`src/assert_macros.svh`:
```
// Assertion macros used by the decoder RTL.
// Each macro is empty when SYNTHESIS is defined.
`ifndef ASSERT_MACROS_SVH
`define ASSERT_MACROS_SVH
`ifndef SYNTHESIS
`define ASSERT_IMPLY(label, clk, rst, ante, cons) \
   label: assert property (@(posedge clk) disable iff (rst) (ante) |-> (cons)) \
      else $error("implication check failed");
`define ASSERT_NEXT(label, clk, rst, ante, cons) \
   label: assert property (@(posedge clk) disable iff (rst) (ante) |=> (cons)) \
      else $error("next-cycle check failed");
`else
`define ASSERT_IMPLY(label, clk, rst, ante, cons)
`define ASSERT_NEXT(label, clk, rst, ante, cons)
`endif
`endif

```
`src/b64d_pkg.sv`:
```
// Types, constants and the alphabet lookup of the Base64 stream decoder.
// No dependencies.
`timescale 1ns / 1ps
package b64d_pkg;

   localparam int TOTAL_BITS = 16;

   localparam logic [5:0] LOWER_BASE = 6'd26;
   localparam logic [5:0] DIGIT_BASE = 6'd52;
   localparam logic [5:0] PLUS_CODE  = 6'd62;
   localparam logic [5:0] SLASH_CODE = 6'd63;
   localparam logic [3:0] NIBBLE_MASK = 4'hF;
   localparam logic [1:0] LOW2_FILL   = 2'h3;

   typedef struct packed {
      logic [7:0] char_code;
      logic       end_of_text;
   } req_item_type;

   typedef struct packed {
      logic [7:0]            out_byte;
      logic                  byte_present;
      logic                  done_res;
      logic                  success;
      logic [TOTAL_BITS-1:0] byte_total;
   } rsp_item_type;

   typedef struct packed {
      logic       ok;
      logic [5:0] value;
   } sextet_type;

   typedef struct packed {
      logic         valid;
      req_item_type item;
   } stage_type;

   function automatic sextet_type sextet_of(input logic [7:0] ch);
      sextet_type s;
      s.ok    = 1'b1;
      s.value = '0;
      if (ch >= 8'h41 && ch <= 8'h5A) begin
         s.value = 6'(ch - 8'h41);
      end else if (ch >= 8'h61 && ch <= 8'h7A) begin
         s.value = 6'(ch - 8'h61) + LOWER_BASE;
      end else if (ch >= 8'h30 && ch <= 8'h39) begin
         s.value = 6'(ch - 8'h30) + DIGIT_BASE;
      end else if (ch == 8'h2B) begin
         s.value = PLUS_CODE;
      end else if (ch == 8'h2F) begin
         s.value = SLASH_CODE;
      end else begin
         s.ok = 1'b0;
      end
      return s;
   endfunction

endpackage

```
`src/b64d_req_if.sv`:
```
// Input channel of the decoder: valid, ready and one character item.
// Depends on b64d_pkg.
`timescale 1ns / 1ps
interface b64d_req_if;
   logic                  valid;
   logic                  ready;
   b64d_pkg::req_item_type data;

   modport source (output valid, output data, input ready);
   modport sink (input valid, input data, output ready);
endinterface

```
`src/b64d_rsp_if.sv`:
```
// Result channel of the decoder: valid, ready and one result item.
// Depends on b64d_pkg.
`timescale 1ns / 1ps
interface b64d_rsp_if;
   logic                  valid;
   logic                  ready;
   b64d_pkg::rsp_item_type data;

   modport source (output valid, output data, input ready);
   modport sink (input valid, input data, output ready);
endinterface

```
`src/b64d_in_stage.sv`:
```
// Input register of the decoder; holds one accepted character item.
// Depends on b64d_pkg and b64d_req_if.
`timescale 1ns / 1ps
module b64d_in_stage (
   input  logic               clock,
   input  logic               reset,
   b64d_req_if.sink           req_chan,
   input  logic               take,
   output b64d_pkg::stage_type stage
);
   import b64d_pkg::*;

   logic         valid_ff;
   logic         valid_in;
   req_item_type item_ff;
   logic         load;

   assign req_chan.ready = !valid_ff || take;
   assign load           = req_chan.valid && req_chan.ready;
   assign valid_in       = load ? 1'b1 : (take ? 1'b0 : valid_ff);

   always_ff @(posedge clock) begin
      if (reset) begin
         valid_ff <= 1'b0;
      end else begin
         valid_ff <= valid_in;
      end
      if (load) begin
         item_ff <= req_chan.data;
      end
   end

   assign stage.valid = valid_ff;
   assign stage.item  = item_ff;
endmodule

```
`src/b64d_decode.sv`:
```
// Group state, character decode and result register of the decoder.
// Depends on b64d_pkg, b64d_rsp_if and assert_macros.svh.
`timescale 1ns / 1ps
`include "assert_macros.svh"
module b64d_decode #(
   parameter int COUNT_BITS = 16
) (
   input  logic               clock,
   input  logic               reset,
   input  b64d_pkg::stage_type stage,
   output logic               take,
   b64d_rsp_if.source         rsp_chan
);
   import b64d_pkg::*;

   typedef enum logic [1:0] {
      PH_FIRST,
      PH_SECOND,
      PH_THIRD,
      PH_FOURTH
   } phase_type;

   phase_type             phase_ff, phase_in;
   logic                  stopped_ff, stopped_in;
   logic [5:0]            prev_ff, prev_in;
   logic                  third_inv_ff, third_inv_in;
   logic [COUNT_BITS-1:0] count_ff, count_in, count_step;
   logic                  rsp_valid_ff, rsp_valid_in;
   rsp_item_type          rsp_ff, rsp_in;

   sextet_type            sx;
   logic                  emit;
   logic [7:0]            dec_byte;
   logic [1:0]            high_bits;
   logic [TOTAL_BITS-1:0] total;
   logic                  last;

   assign take = stage.valid && (!rsp_valid_ff || rsp_chan.ready);
   assign last = stage.item.end_of_text;
   assign sx   = sextet_of(stage.item.char_code);

   always_comb begin
      phase_in     = phase_ff;
      stopped_in   = stopped_ff;
      prev_in      = prev_ff;
      third_inv_in = third_inv_ff;
      emit         = 1'b0;
      dec_byte     = '0;
      high_bits    = third_inv_ff ? LOW2_FILL : prev_ff[1:0];
      if (!stopped_ff) begin
         case (phase_ff)
            PH_FIRST: begin
               if (!sx.ok) begin
                  stopped_in = 1'b1;
               end else begin
                  prev_in  = sx.value;
                  phase_in = PH_SECOND;
               end
            end
            PH_SECOND: begin
               if (!sx.ok) begin
                  stopped_in = 1'b1;
               end else begin
                  dec_byte = {prev_ff, sx.value[5:4]};
                  emit     = 1'b1;
                  prev_in  = sx.value;
                  phase_in = PH_THIRD;
               end
            end
            PH_THIRD: begin
               if (!sx.ok) begin
                  third_inv_in = 1'b1;
               end else begin
                  dec_byte     = {prev_ff[3:0] & NIBBLE_MASK, sx.value[5:2]};
                  emit         = 1'b1;
                  third_inv_in = 1'b0;
                  prev_in      = sx.value;
               end
               phase_in = PH_FOURTH;
            end
            PH_FOURTH: begin
               if (sx.ok) begin
                  dec_byte = {high_bits, sx.value};
                  emit     = 1'b1;
               end
               third_inv_in = 1'b0;
               prev_in      = '0;
               phase_in     = PH_FIRST;
            end
            default: begin
               phase_in = PH_FIRST;
            end
         endcase
      end
   end

   assign count_step = (emit && !(&count_ff)) ? count_ff + 1'b1 : count_ff;

   generate
      if (COUNT_BITS > TOTAL_BITS) begin : g_sat
         assign total = (|count_step[COUNT_BITS-1:TOTAL_BITS]) ? '1
                                                                : count_step[TOTAL_BITS-1:0];
      end else begin : g_ext
         assign total = TOTAL_BITS'(count_step);
      end
   endgenerate

   always_comb begin
      count_in              = last ? '0 : count_step;
      rsp_in.out_byte       = emit ? dec_byte : '0;
      rsp_in.byte_present   = emit;
      rsp_in.done_res       = last;
      rsp_in.success        = last && (|count_step);
      rsp_in.byte_total     = last ? total : '0;
      if (take) begin
         rsp_valid_in = emit || last;
      end else if (rsp_chan.ready) begin
         rsp_valid_in = 1'b0;
      end else begin
         rsp_valid_in = rsp_valid_ff;
      end
   end

   always_ff @(posedge clock) begin
      if (reset) begin
         phase_ff     <= PH_FIRST;
         stopped_ff   <= 1'b0;
         prev_ff      <= '0;
         third_inv_ff <= 1'b0;
         count_ff     <= '0;
         rsp_valid_ff <= 1'b0;
      end else begin
         rsp_valid_ff <= rsp_valid_in;
         if (take) begin
            count_ff <= count_in;
            if (last) begin
               phase_ff     <= PH_FIRST;
               stopped_ff   <= 1'b0;
               prev_ff      <= '0;
               third_inv_ff <= 1'b0;
            end else begin
               phase_ff     <= phase_in;
               stopped_ff   <= stopped_in;
               prev_ff      <= prev_in;
               third_inv_ff <= third_inv_in;
            end
         end
      end
      if (take) begin
         rsp_ff <= rsp_in;
      end
   end

   assign rsp_chan.valid = rsp_valid_ff;
   assign rsp_chan.data  = rsp_ff;

   `ASSERT_IMPLY(a_empty_only_when_done, clock, reset, rsp_valid_ff && !rsp_ff.byte_present, rsp_ff.done_res)
   `ASSERT_IMPLY(a_success_matches_total, clock, reset, rsp_valid_ff && rsp_ff.done_res, rsp_ff.success == (rsp_ff.byte_total != '0))
   `ASSERT_IMPLY(a_total_only_when_done, clock, reset, rsp_valid_ff && !rsp_ff.done_res, rsp_ff.byte_total == '0 && !rsp_ff.success)
   `ASSERT_NEXT(a_restart_after_last, clock, reset, take && last, phase_ff == PH_FIRST && !stopped_ff && count_ff == '0)
   `ASSERT_IMPLY(a_stopped_no_byte, clock, reset, take && stopped_ff, !emit)
endmodule

```
`src/base64_stream_decoder_core.sv`:
```
// Streaming Base64 decoder, standard alphabet, one character per item, one
// input register, decode logic and a result register. A new item is accepted
// every cycle while the result side keeps up, and its result (if any) is
// presented from the result register once the decode logic has taken the item
// from the input register; the one-cycle rate is set by the group state
// update, which closes within the decode stage. Depends on b64d_pkg,
// b64d_req_if, b64d_rsp_if, b64d_in_stage and b64d_decode.
`timescale 1ns / 1ps
module base64_stream_decoder_core #(
   parameter int COUNT_BITS = 16
) (
   input  logic       clock,
   input  logic       reset,
   b64d_req_if.sink   req_chan,
   b64d_rsp_if.source rsp_chan
);
   import b64d_pkg::*;

   stage_type stage;
   logic      take;

   b64d_in_stage u_in_stage (
      .clock    (clock),
      .reset    (reset),
      .req_chan (req_chan),
      .take     (take),
      .stage    (stage)
   );

   b64d_decode #(
      .COUNT_BITS (COUNT_BITS)
   ) u_decode (
      .clock    (clock),
      .reset    (reset),
      .stage    (stage),
      .take     (take),
      .rsp_chan (rsp_chan)
   );
endmodule
```
`src/flat_wrapper.sv`:
```
// flat-port wrapper written by rule: the top's interface ports become plain ports
module base64_stream_decoder_core_flat import b64d_pkg::*;
#(
   parameter int COUNT_BITS = 16
)
  (clock, reset, req_chan_valid, req_chan_data, req_chan_ready, rsp_chan_valid, rsp_chan_data, rsp_chan_ready);
  b64d_req_if req_chan_i ();
  b64d_rsp_if rsp_chan_i ();
  input  logic clock;
  input  logic reset;
  input wire logic [$bits(req_chan_i.valid)-1:0] req_chan_valid;
  input wire logic [$bits(req_chan_i.data)-1:0] req_chan_data;
  output wire logic [$bits(req_chan_i.ready)-1:0] req_chan_ready;
  output wire logic [$bits(rsp_chan_i.valid)-1:0] rsp_chan_valid;
  output wire logic [$bits(rsp_chan_i.data)-1:0] rsp_chan_data;
  input wire logic [$bits(rsp_chan_i.ready)-1:0] rsp_chan_ready;
  assign req_chan_i.valid = req_chan_valid;
  assign req_chan_i.data = req_chan_data;
  assign req_chan_ready = req_chan_i.ready;
  assign rsp_chan_valid = rsp_chan_i.valid;
  assign rsp_chan_data = rsp_chan_i.data;
  assign rsp_chan_i.ready = rsp_chan_ready;
  base64_stream_decoder_core #(.COUNT_BITS(COUNT_BITS)) u_core (.clock(clock), .reset(reset), .req_chan(req_chan_i), .rsp_chan(rsp_chan_i));
endmodule
```
`config.mk`:
```
export PLATFORM = sky130hd
export DESIGN_NAME = base64_stream_decoder_core_flat
export DESIGN_NICKNAME = d
export VERILOG_FILES = /design/src/b64d_pkg.sv /design/src/b64d_req_if.sv /design/src/b64d_rsp_if.sv /design/src/b64d_in_stage.sv /design/src/b64d_decode.sv /design/src/base64_stream_decoder_core.sv /design/src/flat_wrapper.sv
export VERILOG_INCLUDE_DIRS = /design/src /design/src/src
export SDC_FILE = /design/constraint.sdc
export NUM_CORES = 1
export LEC_CHECK = 0
export ABC_AREA = 1
export BUFFER_PORTS_ARGS = -buffer_cell sky130_fd_sc_hd__buf_2
export CELL_PAD_IN_SITES_DETAIL_PLACEMENT = 0
export CELL_PAD_IN_SITES_GLOBAL_PLACEMENT = 1
export CORE_MARGIN = 2
export CORE_UTILIZATION = 47
export CTS_CLUSTER_DIAMETER = 100
export DETAILED_ROUTE_END_ITERATION = 12
export GPL_ROUTABILITY_DRIVEN = 0
export PLACE_DENSITY_LB_ADDON = 0.1
export SETUP_SLACK_MARGIN = 0.3
export SYNTH_ARGS = -nofsm -noshare
export SYNTH_HDL_FRONTEND = slang
export SYNTH_SLANG_ARGS = --single-unit
```
`constraint.sdc`:
```
create_clock -name clock -period 3.7 [get_ports clock]
set_input_delay 0.185 -clock clock [delete_from_list [all_inputs] [get_ports clock]]
set_output_delay 0.185 -clock clock [all_outputs]
set_load 0.005 [all_outputs]
```
# Word level (Yosys, flattened, before mapping)
# Cells that the tools add are included.
dict set report totals {
  reg_bits 64
  elab_cells 102
  inputBits 13
  out_inout_bits 29
}
dict set report classes {
  n_eq_ne 9
  magnitude_cmp 6
  addsub 6
  muxes 40
  bitwise_logic 1
  n_reduce_logical 26
}
# op count
set ops {}
lappend ops {{two-way mux 6 bit} 8}
lappend ops {{two-way mux 16 bit} 2}
lappend ops {{two-way mux 8 bit} 3}
lappend ops {{one-hot mux 8 bit (3 select lines)} 1}
lappend ops {{two-way mux 1 bit} 18}
lappend ops {{adder 16 x 1 -> 16 bit (second input constant)} 1}
lappend ops {{equality test 8 x 6 -> 1 bit (second input constant)} 2}
lappend ops {{>= comparator 8 x 7 -> 1 bit (second input constant)} 2}
lappend ops {{<= comparator 8 x 7 -> 1 bit (second input constant)} 2}
lappend ops {{AND reduction 16 bit} 1}
lappend ops {{OR reduction 16 bit} 1}
lappend ops {{one-hot mux 6 bit (2 select lines)} 1}
lappend ops {{subtractor 6 bit (second input constant)} 2}
lappend ops {{two-way mux 2 bit} 5}
lappend ops {{>= comparator 8 x 6 -> 1 bit (second input constant)} 1}
lappend ops {{<= comparator 8 x 6 -> 1 bit (second input constant)} 1}
lappend ops {{one-hot mux 2 bit (4 select lines)} 1}
lappend ops {{logical AND 1 bit} 7}
lappend ops {{adder 6 x 5 -> 6 bit (second input constant)} 1}
lappend ops {{adder 6 bit (second input constant)} 1}
lappend ops {{!= test 3 x 2 -> 1 bit (second input constant)} 2}
lappend ops {{AND reduction 3 bit} 2}
lappend ops {{OR reduction 3 bit} 2}
lappend ops {{subtractor 6 x 1 -> 6 bit (second input constant)} 1}
lappend ops {{other kinds (13)} 20}

# Depth between registers and ports, before layout
dict set report logic_depth {
  ltp_word 13
  depth_mapped 17
  depth_no_buf 17
}

# Modules after synthesis
# Synthesis repeated with hierarchy kept, for this count alone.
dict set report hier_totals {
  hier_cells 500
  area_unflattened_um2 3853.7
}
# module seq_area_each_um2 instances area_per_inst_um2 cells_each
set by_module_without_submodules {}
lappend by_module_without_submodules {b64d_decode 1351.3 1 3528.4 484}
lappend by_module_without_submodules {b64d_in_stage 290.3 1 325.3 16}

# Worst setup path after synthesis
# Ideal clock, no wire load.
dict set report synth_timing {
  path_type {reg-to-reg}
  from {register u_core.u_in_stage.item_ff, in the netlist u_core.u_in_stage.stage[3]}
  to {register u_core.u_decode.rsp_ff, in the netlist u_core.u_decode.rsp_chan.data[16] (data pin)}
  required_ns 3.431
  path_stages_with_launch 17
  setup_time_ns 0.269
  arrival_ns 2.069
  path_slack_ns 1.362
  period_less_slack_ns 2.338
  n_path_buf 1
  path_cell_list {edfxtp_1 -> inv_1 -> ha_1 -> nand2_1 -> nand2_1 -> nand3_1 -> nand2_1 -> nand2_1 -> nand2_4 -> nand3_4 -> buf_6 -> nand4_1 -> nand2_1 -> nor2_1 -> nand2_1 -> nor2_1 -> a21oi_2}
}
# item line_no
set synth_lines {}
lappend synth_lines {{start: declaration} b64d_in_stage.sv:15} ;# req_item_type item_ff;
lappend synth_lines {{start signal: assignment} b64d_in_stage.sv:29} ;# item_ff <= req_chan.data;
lappend synth_lines {{end signal: assignment} b64d_decode.sv:150} ;# rsp_ff <= rsp_in;
lappend synth_lines {{end: declaration} b64d_decode.sv:29} ;# rsp_item_type rsp_ff, rsp_in;

==> reports/metrics.yaml <==
grt_pass1_vias: 3001
antenna_found_initial: 0
synth_top_area_share_pct: 28.2
grt_overflow: 0
drc: 0
grt_pass1_wl_um: 14600
grt_max_degree: 37
wirelength_um: 8900
hold_path.class: "input pin to flop"
crit_path_max_fanout: 36
fin_cells: 652
worstSetupPathType: "flop to flop"
crit_arrival_ns: 3.10
rsz0062_at_grt: "no"
maxCapViolations: 0
top_level_ports: 42
ys_async_sr_fraction_pct: 0
core_sq_um: 7810
fin_util_pct: 55.0
r2r_cells: 15
drtIter0Drc: 194
drive_gt1_share_pct: 15.1
cp-end-kind: "flop"
cts_tree: "built"
fin_ws_ns: 0.682
synthMostInstantiatedCell: "nand2_1"
synth.area.top_cells: "edfxtp_1, dfxtp_1, nand2_1"
layout.nets: 573
yosys.area.top_type: "edfxtp_1"
p_per_area_nw_per_um2: 352
tightest_slew_ns: 0.916
antenna_cells: 0
synth_area_sq_um: 3830
ff2ff_setup_slack_ns: 0.68
start_util_pct: 49.1
wire_per_inst_um: 13.7
fp.dieH_um: 94.3
crit_path_cell_trace: "inv_1, ha_1, nand2_1, nand3_1, nand3_1, nand2_2, nand3_4, nand2_2, inv_2, nand3_1, nand2_1, nor2_1, nand2_1, nor2_1, a21oi_2"
cts.sinks: 64
post-place-ws_ns: 0.703
ys_types: 39
synth_seq_cells: 64
drtPass1Iterations: 5
cts_hold_buf: 0
grt_use_total_pct: 21.1
areaGrowthSynthToFinish_pct: 12.0
postCtsSetupRepairBufs: 0
htree_levels: 3
synthCells: 504
dp_cells: 636
startpoint_type: "flop"
viasPerCell: 5.24
critPathSlowestCell: "edfxtp_1"
clock-root-buffer: "clkbuf_8"
worst_ep_required_time_ns: 3.78
rr_endpoint: "u_core.u_decode.rsp_chan.data[16]$_DFFE_PP_"
skew_ns: 0.00855
setup_viol: 0
report.final.slew_viol_count: 0
insertion_delay_ns: 0.34
die_x_um: 94.3
final_antenna_net_count: 0
avgSynthCellArea_sq_um: 7.61
power.leakage_uw: 0.00184
dieArea_sq_um: 8900
portBuffers: 41
timing.setup.tns_ns: 0
cpPeakStageDelay_ns: 0.51
fill_cells: 776
cts_inserted_buffers: 9
ys_warn_count: 0
r2r-start: "u_core.u_in_stage.stage[3]$_DFFE_PP_"
vias: 3417
crit_path_end: "u_core.u_decode.rsp_chan.data[16]$_DFFE_PP_"
holdCritStartpoint: "req_chan_data[7]"
relSlewSlack_pct: 38.7
dp_hpwl_um: 6380
ir_drop_v: 0.000247
period_share_pct: 81.6
netlist_top_cells_count: "nand2_1, nor2_1, inv_1"
crit_start: "u_core.u_in_stage.stage[3]$_DFFE_PP_"
hold_viol: 0
cts_resized: 0
cts_buffer_depth: 2
rows: 32
synthFlopType: "edfxtp_1"
fmax_ghz: 0.331
status: "finished clean"
yosysSeqAreaShare_pct: 42.8
synth_edf_count: 36
fin_crit_ns: 3.02
syn_nets: 532
cts.reportedPaths.clkPinSlew_ns: 0.06
==> where the power goes <==
part	total, uW	internal (uW)	switching (uW)
sequential	788	771	17.4
clock	558	299	259
combinational	167	49.7	117
==> routing by layer <==
metal	wire length, um	share of wire, %	track usage (%)	up-vias
met3	470	5.3	3.27	11
li1	-	-	-	1760
met4	119	1.3	7.49	0
met5	0	0	0	-
met2	3780	42	31.5	110
met1	4530	51	31.2	1536
==> final cells by class <==
class / count / area, sq um / area share (%)
clock buffers: 13 / 170 / 3.96
clock inverters: 3 / 15.0 / 0.350
inverters: 53 / 201 / 4.69
multi-input cells: 371 / 1900 / 44.2
flip-flops and latches: 64 / 1640 / 38.2
well taps: 102 / 128 / 2.97
repair buffers: 46 / 243 / 5.65
==> worst min-delay path by stage <==
stage | slack [ns] | cells past startpoint | end
finish | 0.02 | 1 | u_core.u_in_stage.stage[7]$_DFFE_PP_
global route | 0.01 | 1 | u_core.u_in_stage.stage[7]$_DFFE_PP_
CTS | 0.01 | 1 | u_core.u_in_stage.stage[1]$_DFFE_PP_
detailed placement | 0.36 | 1 | u_core.u_in_stage.stage[1]$_DFFE_PP_
global placement | 0.36 | 1 | u_core.u_in_stage.stage[1]$_DFFE_PP_
floorplan | 0.28 | 0 | u_core.u_in_stage.stage[0]$_DFFE_PP_
==> cells in the final DEF, fill, tap and decap left out, types with 2 or more instances in the layout <==
master,netlist,layout
inv_1,46,46
dfxtp_1,28,28
nor2_1,49,49
nor3_1,4,4
buf_4,1,5
o32ai_1,2,2
buf_2,1,41
nand3b_1,2,2
inv_2,5,5
a21oi_1,44,44
clkbuf_1,8,2
nand4_1,14,14
nand4_2,3,3
nand2_2,3,3
nor2_2,3,3
nand3_1,32,32
a31oi_1,2,2
a22oi_1,2,2
a21oi_2,2,2
edfxtp_1,36,36
clkinv_2,0,3
o211ai_1,5,5
o21ai_1,2,2
nand2_1,148,148
o21ai_0,20,20
ha_1,15,15
nand3_2,2,2
xor2_1,9,9
clkbuf_8,0,10
==> worst max-delay path, delay by kind of cell (launching register included) <==
kind | cells | cell delay, ns
and+or+nand+nor | 11 | 1.54
AOI/OAI and AO/OA | 1 | 0.06
adders and majority gates | 1 | 0.31
DFF | 1 | 0.51
buffers and inverters | 2 | 0.35
==> sequential cells by signal, indices dropped and copies added, names as in the netlist <==
| signal | flops |
|---|---|
| u_core.u_decode.count_ff | 16 |
| u_core.u_decode.phase_ff | 2 |
| u_core.u_decode.prev_ff | 6 |
| u_core.u_decode.rsp_chan.data | 27 |
| u_core.u_decode.rsp_chan.valid | 1 |
| u_core.u_decode.stopped_ff | 1 |
| u_core.u_decode.third_inv_ff | 1 |
| u_core.u_in_stage.stage | 9 |
| u_core.u_in_stage.valid_ff | 1 |
==> metrics by stage <==
stage / power (uW) / hold WS (ns) / cell area (sq um)
2_1_floorplan: 923 / 0.284 / 3830
3_3_place_gp: 967 / 0.362 / 4110
3_5_place_dp: 968 / 0.364 / 4110
4_1_cts: 1520 / 0.0125 / 4300
5_1_grt: 1580 / 0.0124 / 4300
6_report: 1510 / 0.0241 / 4300
==> cells by family (layout without fill, tap and decap cells) <==
group	after synthesis	after routing	synth area share [%]
AND/OR/NAND/NOR	265	265	30.6
AO/OA/AOI/OAI	82	82	11.9
buffers and inverters	69	115	7.73
flip-flops	64	64	42.8
adder cells (fa/ha/maj)	15	15	4.89
XOR/XNOR	9	9	2.06
(Power assumes the default switching activity.)
